File: src/hw/rtl/evema_pkg.sv
`timescale 1ns / 1ps
`default_nettype none
// ---------------------------------------------------------------------------
// Encoder velocity package
// Shared types and constants of the encoder velocity block with averaging.
// ---------------------------------------------------------------------------
package evema_pkg;

   localparam logic [25:0] USEC_PER_MIN = 26'd60000000;
   localparam logic [16:0] GAIN_ONE     = 17'd65536;
   localparam logic [15:0] CPR_RESET    = 16'd400;
   localparam logic [16:0] GAIN_RESET   = 17'd10486;
   localparam logic [47:0] POS_LIMIT    = 48'h7FFF_FFFF_FFFF;
   localparam logic [47:0] NEG_LIMIT    = 48'h8000_0000_0000;

   localparam logic [0:0] CSR_COUNTS_PER_REV = 1'd0;
   localparam logic [0:0] CSR_FILTER_GAIN    = 1'd1;

   typedef struct packed {
      logic [62:0]        time_us;
      logic signed [31:0] encoder_count;
   } evema_req_type;

   typedef struct packed {
      logic signed [47:0] raw_rpm;
      logic signed [47:0] filtered_rpm;
   } evema_rsp_type;

   typedef enum logic [1:0] {
      KIND_FIRST,
      KIND_ZERO,
      KIND_SPEED
   } evema_kind_type;

   typedef struct packed {
      evema_kind_type kind;
      logic           neg;
      logic [31:0]    mag;
      logic [62:0]    dt;
   } evema_entry_type;

   typedef enum logic [3:0] {
      ST_IDLE,
      ST_MUL_LO,
      ST_MUL_HI,
      ST_CHECK,
      ST_DIV,
      ST_SAT,
      ST_EMA_MUL,
      ST_EMA_ADD,
      ST_OUT
   } evema_state_type;

endpackage
`default_nettype wire

File: src/hw/rtl/evema_front.sv
`timescale 1ns / 1ps
`default_nettype none
// ---------------------------------------------------------------------------
// Encoder velocity front end
// Takes input beats, keeps the reference count and time, and classifies
// each beat into a work entry for the back end.
// ---------------------------------------------------------------------------
module evema_front (
   input  wire                      clock,
   input  wire                      reset,
   input  wire                      req_push,
   input  evema_pkg::evema_req_type req_data,
   input  wire                      q_full,
   output logic                     q_push,
   output evema_pkg::evema_entry_type q_entry
);

   logic [31:0] prev_count_ff, prev_count_in;
   logic [62:0] prev_time_ff, prev_time_in;
   logic        ref_taken_ff, ref_taken_in;
   logic [31:0] delta;

   always_comb begin
      q_push        = req_push && !q_full;
      delta         = req_data.encoder_count - prev_count_ff;
      q_entry.neg   = delta[31];
      q_entry.mag   = delta[31] ? (~delta + 32'd1) : delta;
      q_entry.dt    = req_data.time_us - prev_time_ff;
      if (!ref_taken_ff) begin
         q_entry.kind = evema_pkg::KIND_FIRST;
      end else if (req_data.time_us > prev_time_ff) begin
         q_entry.kind = evema_pkg::KIND_SPEED;
      end else begin
         q_entry.kind = evema_pkg::KIND_ZERO;
      end
      prev_count_in = prev_count_ff;
      prev_time_in  = prev_time_ff;
      ref_taken_in  = ref_taken_ff;
      if (q_push) begin
         prev_count_in = req_data.encoder_count;
         prev_time_in  = req_data.time_us;
         ref_taken_in  = 1'b1;
      end
   end

   always_ff @(posedge clock) begin
      if (reset) begin
         prev_count_ff <= '0;
         prev_time_ff  <= '0;
         ref_taken_ff  <= 1'b0;
      end else begin
         prev_count_ff <= prev_count_in;
         prev_time_ff  <= prev_time_in;
         ref_taken_ff  <= ref_taken_in;
      end
   end

endmodule
`default_nettype wire

File: config.mk
export PLATFORM = sky130hd
export DESIGN_NAME = evema_front
export DESIGN_NICKNAME = d
export VERILOG_FILES = /design/src/hw/rtl/evema_pkg.sv /design/src/hw/rtl/evema_front.sv
export SDC_FILE = /design/constraint.sdc
export NUM_CORES = 1
export LEC_CHECK = 0
export BUFFER_PORTS_ARGS = -buffer_cell sky130_fd_sc_hd__clkbuf_2
export CORE_AREA = 4 4 156 158
export CTS_BUF_LIST = sky130_fd_sc_hd__clkbuf_2 sky130_fd_sc_hd__clkbuf_4 sky130_fd_sc_hd__clkbuf_8
export DETAILED_ROUTE_END_ITERATION = 12
export DIE_AREA = 0 0 160 162
export PLACE_DENSITY = 0.67
export SYNTH_ARGS = -nofsm -noshare
export SYNTH_HDL_FRONTEND = slang
export SYNTH_SLANG_ARGS = --single-unit
File: constraint.sdc
create_clock -name clock -period 13.3 [get_ports clock]
set_input_delay 2.66 -clock clock [delete_from_list [all_inputs] [get_ports clock]]
set_output_delay 2.66 -clock clock [all_outputs]
set_load 0.01 [all_outputs]
==> summary.txt <==
Status
  – Status: complete, no violations

Logic synthesis
  – Ys flop type: dfxtp_1
  – Yosys top cell area share: 18.78%
  – FFs w/ async S/R, synth: 0%
  – Area leader, netlist: dfxtp_1
  – YS warnings: 0
  – Synth Net Count: 1708
  – Cell Area, Synth: around 10000 µm²
  – Synth Area in Simple Gates: between 20% and 30%
  – Largest family of logic cells by synthesized area: compound AO/OA/AOI/OAI gates
  – Post-Syn Area per Cell: just under 7 µm²
  – Synth Register Bits: between 90 and 100
  – XOR/XNOR Fraction of Synth Area: 10.27%
  – Post-synthesis instance total: roughly 1500
  – Distinct cell type count after synthesis: 72
  – Seq/Total Area, Yosys: 18.78%
  – Post-synth EDFFs: 0
  – Top post-synthesis cells by area: dfxtp_1 19%, ha_1 12%, a21oi_1 11%
  – Post-synthesis compound-gate area fraction: ~28%
  – Adder-cell share of the synthesized area: approximately 12%
  – Post-synthesis mux area share: 0%

GRT
  – First-pass GRT wire length: roughly 50000 µm
  – Met3 usage: 2.817%
  – Met2 Resource Use GR: between 40% and 50%
  – Gr usage total: a little under a quarter
  – Number of global-route vias before repair: about 10000
  – Antenna violations before repair: 1
  – GR peak layer: met2
  – GR Util met1: 30.98%
  – Grt ovf: 0
  – Largest net degree at the start of global routing: 97

Worst setup path
  – Worst-path maximum fanout: 8
  – CP Class: in -> out
  – R2R Path End: prev_time_ff[1]
  – R2r startpoint: prev_time_ff[1]
  – FF-to-FF setup slack: ~13 ns
  – Critical Path AT: ~6.3 ns
  – CP required: between 10 and 15 ns
  – Setup crit end kind: output port
  – Crit start category: input port
  – Worst-case reg-to-reg path depth: 2

Routing
  – Vias: 10780
  – DR WL/cell: around 16 µm
  – Initial DRC count: ~700
  – Final antenna-violating net count: 0
  – Detailed Routing Iterations Pass 1: 5
  – # DRC: 0
  – Post-Route WL: between 30000 and 40000 µm
  – Via density: about 5.6

STA
  – Sum Neg Setup Slack: 0 ns
  – Period utilization: between 60% and 70%
  – Max_slew headroom: approximately a quarter
  – Fin. max-slew vios: 0
  – F_max: ~110 MHz
  – Final setup viols: 0
  – Time the worst path needs with I/O delays and setup: around 9 ns
  – RSZ-0062 raised after global routing: no
  – Final Skew: 0 ns
  – Setup ws final: ~4.3 ns
  – Final hold vios: 0
  – Slew at the pin closest to its max-slew limit: 1.099 ns

Power and ir drop
  – Sw power: slightly below 0.5 mW
  – Internal power: 0.6657 mW
  – Seq pwr share: 26.8%
  – Leakage: 4.827 nW
  – Logic pwr share: ~50%
  – Design Power: ~1.1 mW
  – Switching Share: 41.96%
  – Cell Pwr Density: between 90 and 100 nW/µm²
  – Clock power share: between 20% and 30%
  – Worst vdd rail ir drop: approximately 0.061 mV

Place
  – Worst slack, placed: approximately 4.4 ns
  – Dpl cells: ~1900
  – HPWL Detailed: around 25000 µm
  – Gpl congestion: around 0.95
  – Placement Cell Area: ~11000 µm²
  – I/O Buffers: just under 200

Final layout
  – Layout Cells excl Fill: 1933
  – Area Growth Syn to Fin: 12.75%
  – # diodes: 0
  – Multi-input logic area: 7498 µm²
  – Final Cell Area: 11540 µm²
  – Ratio of cells with drive above 1 in the final layout: ~15%
  – Most frequent cells in the layout: 274 x nand2_1, 216 x a21oi_1, 196 x clkbuf_2
  – Commonest non-fill, non-tap cell in the layout: nand2_1
  – Fill count: ~2400
  – FF/Latch Area: just under 2000 µm²
  – Layout Nets: between 1500 and 2000

Run
  – Maxcap violations: 0

CTS
  – Clock buffer count from CTS: 9
  – CTS tree: yes
  – # resized after CTS: 0
  – Longest Clk Path Bufs: 2
  – Clock sinks: 96
  – Clock slew at reported path FFs: 0.09 ns
  – H-tree levels: 3
  – Hold Buf Count CTS: 0
  – Setup bufs post-CTS: 0
  – Clock Latency Late Sink: 0.39 ns
  – Root buffer cell: clkbuf_8

Floorplanning
  – Top Ports: roughly 200
  – Die W: 160 µm
  – Initial core utilization: between 40% and 50%
  – Placement row count: 56
  – Core area: about 23000 µm²
  – DIE AREA: approximately 26000 µm²
  – Die height: 162 µm

Worst hold path
  – Hold Path Stages: 2
  – Hold path start: prev_count_ff[14]
  – Hold path endpoint: prev_count_ff[14]
  – Hold crit path type: reg -> reg
==> sequential cells by signal, indices dropped and copies added (netlist names) <==
name	count
prev_time_ff	63
prev_count_ff	32
ref_taken_ff	1
==> Yosys cell counts (all sizes together), types with 3 or more instances <==
master / number
nand2: 274
a21oi: 219
inv: 128
dfxtp: 96
ha: 95
nor2: 81
xnor2: 76
clkbuf: 73
o21ai: 73
a21o: 56
xor2: 44
nand4: 35
nand3: 29
nor3: 24
o21bai: 18
nand2b: 17
buf: 13
a31oi: 12
nor2b: 12
o211ai: 11
o21a: 11
o31ai: 9
and3: 8
and2: 7
or3: 7
a211oi: 6
a21boi: 6
or2: 6
nor4: 5
o41ai: 5
a211o: 4
a41oi: 4
or4: 4
a2111oi: 3
a221oi: 3
a31o: 3
nor3b: 3
o22ai: 3
o31a: 3
==> through the flow <==
step                hold slack (ns)  utilization, %
floorplan                    0.4363               -
global placement             0.4407           48.80
detailed placement           0.4465           48.80
CTS                          0.4609           49.91
global route                 0.4756           49.91
finish                       0.4573           49.91
==> power groups by stage <==
stage                     logic, mW  clock network [mW]  registers [mW]
after global routing          0.635               0.279           0.309
after global placement        0.574                   0           0.313
after detailed placement      0.574                   0           0.314
after CTS                     0.578               0.270           0.307
after floorplan               0.386                   0           0.312
final                         0.579               0.261           0.307
==> cell type report <==
| type | instances | share of cell area, % |
|---|---|---|
| multi-input combinational | 1202 | 64.97 |
| sequential | 96 | 16.65 |
| timing repair buffer | 201 | 8.825 |
| inverter | 128 | 4.174 |
| tap | 290 | 3.144 |
| clock buffer | 12 | 1.377 |
| clock inverter | 4 | 0.8565 |
==> how the worst max path moves through the flow <==
| stage | end | cells after the start | slack (ns) | startpoint |
|---|---|---|---|---|
| floorplan | q_entry[93] | 14 | 5.06 | req_data[0] |
| global placement | q_entry[89] | 16 | 4.56 | req_data[0] |
| detailed placement | q_entry[44] | 13 | 4.42 | req_data[43] |
| CTS | q_entry[44] | 13 | 4.45 | req_data[43] |
| global route | q_entry[60] | 15 | 4.01 | req_data[32] |
| finish | q_entry[44] | 13 | 4.33 | req_data[43] |
==> kinds of logic (layout without fill, tap and decap cells) <==
group	count (synthesis)	count (layout)
and+or+nand+nor	518	518
AOI/OAI and AO/OA	467	467
buffers and inverters	214	345
xor gates and xnor gates	120	120
adders and majority gates	97	97
DFF	96	96
==> worst max-delay path: stages <==
cell and delay [ns]:
clkbuf_2 0.11, ha_1 0.42, nand3_1 0.22, nor4b_1 0.46, o21ai_0 0.19, nand3_1 0.17, a221oi_1 0.14, o21ai_0 0.48
a21oi_1 0.24, o21ai_0 0.63, nor3_1 0.11, a311oi_1 0.29, clkbuf_2 0.18
==> routing by layer <==
metal  vias up  part of all wire, %
met5         -                0.041
met1      4987                   46
met3        45                  4.4
li1       5463                    -
met2       287                   48
met4         2                  1.8
Note: power is estimated with default switching activity, not from simulation.
