## config.mk

```make
export PLATFORM = sky130hd
export DESIGN_NAME = evema_queue
export DESIGN_NICKNAME = d
export VERILOG_FILES = /design/src/hw/rtl/evema_pkg.sv /design/src/hw/rtl/evema_queue.sv
export SDC_FILE = /design/constraint.sdc
export NUM_CORES = 1
export LEC_CHECK = 0
export ABC_AREA = 0
export BUFFER_PORTS_ARGS = -buffer_cell sky130_fd_sc_hd__buf_2
export CORE_MARGIN = 8
export CORE_UTILIZATION = 56
export DETAILED_ROUTE_END_ITERATION = 16
export MAX_ROUTING_LAYER = met4
export PLACE_DENSITY_LB_ADDON = 0.05
export SETUP_SLACK_MARGIN = 0.15
export SLEW_MARGIN = 30
export SYNTH_ARGS = -nofsm -noshare
export SYNTH_HDL_FRONTEND = slang
export SYNTH_SLANG_ARGS = --single-unit
```

## constraint.sdc

```tcl
create_clock -name clock -period 6.15 [get_ports clock]
set_clock_uncertainty 0.1 [all_clocks]
set_input_delay 1.845 -clock clock [delete_from_list [all_inputs] [get_ports clock]]
set_output_delay 1.845 -clock clock [all_outputs]
set_load 0.005 [all_outputs]
```

## src/hw/rtl/evema_pkg.sv

```systemverilog
`timescale 1ns / 1ps
`default_nettype none
// ---------------------------------------------------------------------------
// Encoder velocity package
// Shared types and constants of the encoder velocity block with averaging.
// ---------------------------------------------------------------------------
package evema_pkg;

   localparam logic [25:0] USEC_PER_MIN = 26'd60000000;
   localparam logic [16:0] GAIN_ONE     = 17'd65536;
   localparam logic [15:0] CPR_RESET    = 16'd400;
   localparam logic [16:0] GAIN_RESET   = 17'd10486;
   localparam logic [47:0] POS_LIMIT    = 48'h7FFF_FFFF_FFFF;
   localparam logic [47:0] NEG_LIMIT    = 48'h8000_0000_0000;

   localparam logic [0:0] CSR_COUNTS_PER_REV = 1'd0;
   localparam logic [0:0] CSR_FILTER_GAIN    = 1'd1;

   typedef struct packed {
      logic [62:0]        time_us;
      logic signed [31:0] encoder_count;
   } evema_req_type;

   typedef struct packed {
      logic signed [47:0] raw_rpm;
      logic signed [47:0] filtered_rpm;
   } evema_rsp_type;

   typedef enum logic [1:0] {
      KIND_FIRST,
      KIND_ZERO,
      KIND_SPEED
   } evema_kind_type;

   typedef struct packed {
      evema_kind_type kind;
      logic           neg;
      logic [31:0]    mag;
      logic [62:0]    dt;
   } evema_entry_type;

   typedef enum logic [3:0] {
      ST_IDLE,
      ST_MUL_LO,
      ST_MUL_HI,
      ST_CHECK,
      ST_DIV,
      ST_SAT,
      ST_EMA_MUL,
      ST_EMA_ADD,
      ST_OUT
   } evema_state_type;

endpackage
`default_nettype wire

```

## src/hw/rtl/evema_queue.sv

```systemverilog
`timescale 1ns / 1ps
`default_nettype none
// ---------------------------------------------------------------------------
// Encoder velocity work queue
// Two-entry queue of classified work entries between front and back end.
// ---------------------------------------------------------------------------
module evema_queue (
   input  wire                        clock,
   input  wire                        reset,
   input  wire                        push,
   input  evema_pkg::evema_entry_type push_entry,
   input  wire                        pop,
   output logic                       full,
   output logic                       empty,
   output evema_pkg::evema_entry_type head
);

   evema_pkg::evema_entry_type slot_ff [2];
   logic       wr_ptr_ff, wr_ptr_in;
   logic       rd_ptr_ff, rd_ptr_in;
   logic [1:0] count_ff, count_in;
   logic       do_push;
   logic       do_pop;

   always_comb begin
      full      = count_ff == 2'd2;
      empty     = count_ff == 2'd0;
      head      = slot_ff[rd_ptr_ff];
      do_push   = push && !full;
      do_pop    = pop && !empty;
      wr_ptr_in = do_push ? !wr_ptr_ff : wr_ptr_ff;
      rd_ptr_in = do_pop ? !rd_ptr_ff : rd_ptr_ff;
      count_in  = count_ff + 2'(do_push) - 2'(do_pop);
   end

   always_ff @(posedge clock) begin
      if (reset) begin
         wr_ptr_ff <= 1'b0;
         rd_ptr_ff <= 1'b0;
         count_ff  <= 2'd0;
      end else begin
         wr_ptr_ff <= wr_ptr_in;
         rd_ptr_ff <= rd_ptr_in;
         count_ff  <= count_in;
      end
   end

   always_ff @(posedge clock) begin
      if (do_push) begin
         slot_ff[wr_ptr_ff] <= push_entry;
      end
   end

endmodule
`default_nettype wire

```

==> flow_metrics.tcl, run 1 <==
set metrics [dict create \
    cts_tree "done" \
    maxCapViolCount 0 \
    yosys.area.top_type_share_pct 79.8 \
    fillers 883 \
    synth_area_leader_cell "edfxtp_1" \
    ant_nets 0 \
    synthMuxAreaShare_pct 16.0 \
    syn_area_um2 7380 \
    num_io_pins 202 \
    ir_drop_uv 446 \
    antenna_found_initial 4 \
    die-area_um2 17100 \
    placed_cells 703 \
    synth_top_family_by_area "multiplexers" \
    clock_latency_ns 0.47 \
    avgSynthCellArea_um2 22.2 \
    r2r_cells 5 \
    power_density_nw_per_um2 425 \
    cp-start-kind "register" \
    critPathMaxStageDelay_ns 0.79 \
    synth_cells 332 \
    synth_xor_area_share_pct 0.237 \
    p_leak_nw 3.53 \
    cts_buffers 20 \
    endpoint "head[4]" \
    yosys-top-cells-area "edfxtp_1 (80%), mux2_2 (12%), mux2_4 (4.1%), dfxtp_1 (1.4%), buf_6 (0.61%)" \
    yosysWarnings 0 \
    max_slew_margin_pct 47.9 \
    path_class "register to primary output" \
    vias_per_cell 5.00 \
    num_vias 3715 \
    areaGrowthSynthToFinish_pct 25.8 \
    core_um2 13000 \
    placed_cell_area_um2 8590 \
    io_buffer_count 201 \
    synth_cell_types 22 \
    cp.arrival_ns 2.30 \
    initial_core_util_pct 56.6 \
    die_w_um 131 \
    path_cells "buf_4 -> mux2_2 -> buf_2" \
    cts_sinks 201 \
    postCtsSetupBuffers 0 \
    min_period_over_period_pct 69.1 \
    rsz0062_at_grt "false" \
    worstMarginPinSlew_ns 0.782 \
    drc 0 \
    clk_path_buf_depth 3 \
    path_max_fanout 47 \
    hold_viol_final 0 \
    layout_commonest_cell "buf_2" \
    die_height_um 131 \
    r2r_end "slot_ff[0][4]" \
    routed_wl_mm 13.8 \
    cts_resized 0 \
    synthSimpleGateAreaFrac_pct 0.780 \
    tns_ns 0 \
    cts-root-buf "clkbuf_16" \
    drive_gt1_share_pct 60.0 \
    ys_ff_latch 201 \
    worstPathRequired_ns 4.20 \
    ys_seq_area_share_pct 81.1 \
    min_path_type "register to register" \
    grt_start_max_net_pins 84 \
    gp_congestion 0.733 \
    gr-total-overflow 0 \
    postCtsHoldBufs 0 \
    synth-compound-area-share_pct 0.237 \
    synth_adder_area_share_pct 0.339 \
    min_period_ns 4.25 \
    grt_pass1_vias 4034 \
    end_kind "primary output" \
    clk_pin_slew_ns 0.06 \
    fmaxAchievable_mhz 235 \
    num_rows 42 \
    design_area_um2 9280 \
    syn_nets 436 \
    wl_per_cell_um 18.6 \
    timing.rr.start "count_ff[0]" \
    finish.utilization_pct 71.2 \
    setup_violations 0 \
    htreeDepth 1 \
    outcome "complete, no violations" \
    grt_pass1_wl_mm 20.3 \
    drtPass1Iterations 4 \
    track_usage_pct 16.3 \
    fin_cells 743 \
    cpMaxStageDelayCell "dfxtp_4" \
    layout.nets 653 \
    report.final.slew_viol_count 0 \
    final_cell_mix "buf_2 (201), edfxtp_1 (196), mux2_2 (78), clkbuf_16 (21), mux2_4 (20)" \
    r2r_slack_ns 3.73 \
    p_total_w 0.00394 \
    dp.final_hpwl_mm 9.48 \
    drt-initial-drc-count 178 \
]
Yosys cell counts:
cell type,number
inv_2,1
nand2b_2,1
and3_1,1
mux2_4,20
edfxtp_1,196
nor2b_1,1
o21a_1,1
a21oi_1,1
xor2_1,1
buf_6,4
nor2_1,4
dfxtp_1,5
nor3_1,1
or3_1,1
ha_1,2
inv_1,3
and2_1,1
o21ai_0,1
mux2_2,78
buf_2,7
nand2_1,1
xnor2_1,1
metrics by stage:
stage                     setup WS, ns  hold slack (ns)
after floorplan                   1.42            0.352
after global placement            2.10            0.375
after detailed placement          2.26            0.408
after CTS                         1.84            0.430
after global routing              1.76            0.484
final                             1.90            0.430
report_power, final:
group | switching [W] | total, W | internal, W | leakage, nW
clock network | 0.000458 | 0.00123 | 0.000772 | 0.333
logic | 0.000402 | 0.000869 | 0.000467 | 1.33
registers | 0.0000952 | 0.00184 | 0.00175 | 1.87
worst max-delay path: cells and delay by family (launching register included):
family   cells  cell delay, ns
buf+inv      2            0.63
mux          1            0.40
flops        1            0.79
kinds of logic (layout without fill, tap and decap cells):
| group | after synthesis | after routing |
|---|---|---|
| adder cells (fa/ha/maj) | 2 | 2 |
| AO/OA/AOI/OAI | 3 | 3 |
| AND/OR/NAND/NOR | 11 | 11 |
| flip-flops | 201 | 201 |
| other | 0 | 4 |
| buffers and inverters | 15 | 246 |
| XOR/XNOR | 2 | 2 |
| multiplexers | 98 | 98 |
layout make-up:
class | count | area [µm²] | share of cell area [%]
inverters | 4 | 20.0 | 0.216
repair buffers | 206 | 1060 | 11.4
well taps | 176 | 220 | 2.37
diodes | 4 | 10.0 | 0.108
clock inverters | 9 | 119 | 1.28
multi-input cells | 116 | 1300 | 14.0
flip-flops and latches | 201 | 5990 | 64.5
clock buffers | 27 | 568 | 6.12
routing by layer:
| layer | part of all wire (%) | GRT usage (%) |
|---|---|---|
| met5 | 0 | - |
| met1 | 39 | 18.5 |
| met4 | 2.2 | 6.21 |
| met3 | 7.5 | 4.06 |
| met2 | 51 | 27.3 |
flip-flops by register name, indices dropped and copies added (netlist names), named ones only:
| signal | count |
|---|---|
| slot_ff | 196 |
| count_ff | 2 |
| wr_ptr_ff | 1 |
| rd_ptr_ff | 1 |
how the worst min path moves through the flow:
stage	slack (ns)	cells past startpoint	startpoint	end
final	0.43	2	rd_ptr_ff	register
after global routing	0.48	2	rd_ptr_ff	register
after CTS	0.43	2	rd_ptr_ff	register
after detailed placement	0.41	2	rd_ptr_ff	register
after global placement	0.37	2	wr_ptr_ff	wr_ptr_ff
after floorplan	0.35	2	wr_ptr_ff	wr_ptr_ff
Power figures use the tool's default switching activity.
==> inputs of run 2 (changes only) <==
--- a/config.mk
+++ b/config.mk
@@ -8,7 +8,7 @@
 export ABC_AREA = 0
 export BUFFER_PORTS_ARGS = -buffer_cell sky130_fd_sc_hd__buf_2
 export CORE_MARGIN = 8
-export CORE_UTILIZATION = 56
+export CORE_UTILIZATION = 47
 export DETAILED_ROUTE_END_ITERATION = 16
 export MAX_ROUTING_LAYER = met4
 export PLACE_DENSITY_LB_ADDON = 0.05
==> constraint.sdc (replaced) <==
create_clock -name clock -period 3.65 [get_ports clock]
set_clock_uncertainty 0.1 [all_clocks]
set_input_delay 1.095 -clock clock [delete_from_list [all_inputs] [get_ports clock]]
set_output_delay 1.095 -clock clock [all_outputs]
set_load 0.005 [all_outputs]
==> flow_metrics.tcl, run 2 (synthesis results as in run 1) <==
set metrics [dict create \
    outcome "complete, no violations" \
    min_period_over_period_pct 85.5 \
    cts_resized 0 \
    max_slew_margin_pct 60.8 \
    drt-initial-drc-count 176 \
    grt_pass1_wl_mm 21.9 \
    cp-start-kind "register" \
    cts_buffers 21 \
    path_max_fanout 38 \
    areaGrowthSynthToFinish_pct 26.7 \
    drc 0 \
    grt_start_max_net_pins 56 \
    tns_ns 0 \
    power_density_nw_per_um2 708 \
    num_rows 46 \
    rsz0062_at_grt "false" \
    finish.utilization_pct 59.9 \
    grt_pass1_vias 4060 \
    fmaxAchievable_mhz 321 \
    vias_per_cell 4.81 \
    ant_nets 0 \
    num_io_pins 202 \
    drtPass1Iterations 6 \
    min_path_type "register to register" \
    multi_input_area_um2 1300 \
    antenna_found_initial 4 \
    largest-register "slot_ff" \
    die-area_um2 20000 \
    end_kind "primary output" \
    gr-total-overflow 0 \
    core_um2 15600 \
    reg_top3 "slot_ff (196), count_ff (2)" \
    clk_pin_slew_ns 0.06 \
    num_vias 3787 \
    fin_ws_ns 0.530 \
    setup_violations 0 \
    die_w_um 141 \
    io_buffer_count 201 \
    layout.nets 656 \
    die_height_um 141 \
    clock_latency_ns 0.48 \
    cts-root-buf "clkbuf_16" \
    fillers 1193 \
    drive_gt1_share_pct 60.4 \
    postCtsHoldBufs 0 \
    min_period_ns 3.12 \
    worstPathRequired_ns 2.45 \
    postCtsSetupBuffers 0 \
    cts_sinks 201 \
    track_usage_pct 14.7 \
    hold_viol_final 0 \
    wl_per_cell_um 18.7 \
    design_area_um2 9350 \
    seqCellArea_um2 5990 \
    clk_path_buf_depth 3 \
    p_leak_nw 3.54 \
    htreeDepth 1 \
    path_class "register to primary output" \
    layout_commonest_cell "buf_2" \
    dp.final_hpwl_mm 9.95 \
    maxCapViolCount 0 \
    cts_tree "done" \
    largest_reg_flops 196 \
    placed_cell_area_um2 8690 \
    initial_core_util_pct 47.3 \
    cp.arrival_ns 1.93 \
    gp_congestion 0.708 \
    final_cell_mix "buf_2 (201), edfxtp_1 (196), mux2_2 (78), clkbuf_16 (21), mux2_4 (20)" \
    dpl_worst_slack_ns 0.890 \
    report.final.slew_viol_count 0 \
    routed_wl_mm 14.7 \
    worstMarginPinSlew_ns 0.588 \
    ir_drop_uv 378 \
]
[run 2: changes by cell type in the layout (fill, tap and decap cells not counted)]
cell	delta
diode_2	+1
clkbuf_8	-2
buf_4	-1
buf_12	+3
bufinv_16	-1
inv_6	-1
clkinv_2	+6
clkbuf_1	-2
clkinv_1	+1
[run 2: cell type report]
type | instances | area share [%]
Antenna cell | 5 | 0.134
Clock buffer | 23 | 5.70
Clock inverter | 14 | 1.23
Inverter | 4 | 0.201
Multi-Input combinational cell | 116 | 13.9
Sequential cell | 201 | 64.1
Tap cell | 216 | 2.89
Timing Repair Buffer | 208 | 11.9
[run 2: metrics by stage]
stage / instances / total power [W] / hold slack [ns]
4_1_cts: 782 / 0.00672 / 0.402
5_1_grt: 786 / 0.00694 / 0.443
6_report: 787 / 0.00662 / 0.395
2_1_floorplan: 332 / 0.00402 / 0.351
3_3_place_gp: 745 / 0.00469 / 0.385
3_5_place_dp: 745 / 0.00471 / 0.390
[run 2: worst max-delay path, cell delays in order (launching register included)]
cell,delay [ns]
dfxtp_4,0.60
buf_12,0.29
mux2_2,0.38
buf_2,0.13
[run 2: path summary, 6_finish.rpt]
kind	start	cells past startpoint	end	slack, ns
max	register	3	head[17]	0.53
min	wr_ptr_ff	2	wr_ptr_ff	0.40
max reg2reg	count_ff[0]	5	slot_ff[0][6]	1.62
min reg2reg	wr_ptr_ff	2	wr_ptr_ff	0.40
[run 2: metal layers]
layer	vias up	part of all wire (%)	GRT usage, %
met3	24	9.3	4.94
met4	0	1.8	4.52
met1	1849	40	17.5
met5	-	0	-
li1	1766	-	-
met2	148	48	23.3
[run 2: power by group]
group | leakage (nW) | internal, W | switching [W] | total [W]
Combinational | 1.34 | 0.000822 | 0.000731 | 0.00155
Clock | 0.327 | 0.00119 | 0.000807 | 0.00200
Sequential | 1.87 | 0.00294 | 0.000123 | 0.00306
Total | 3.54 | 0.00495 | 0.00166 | 0.00662
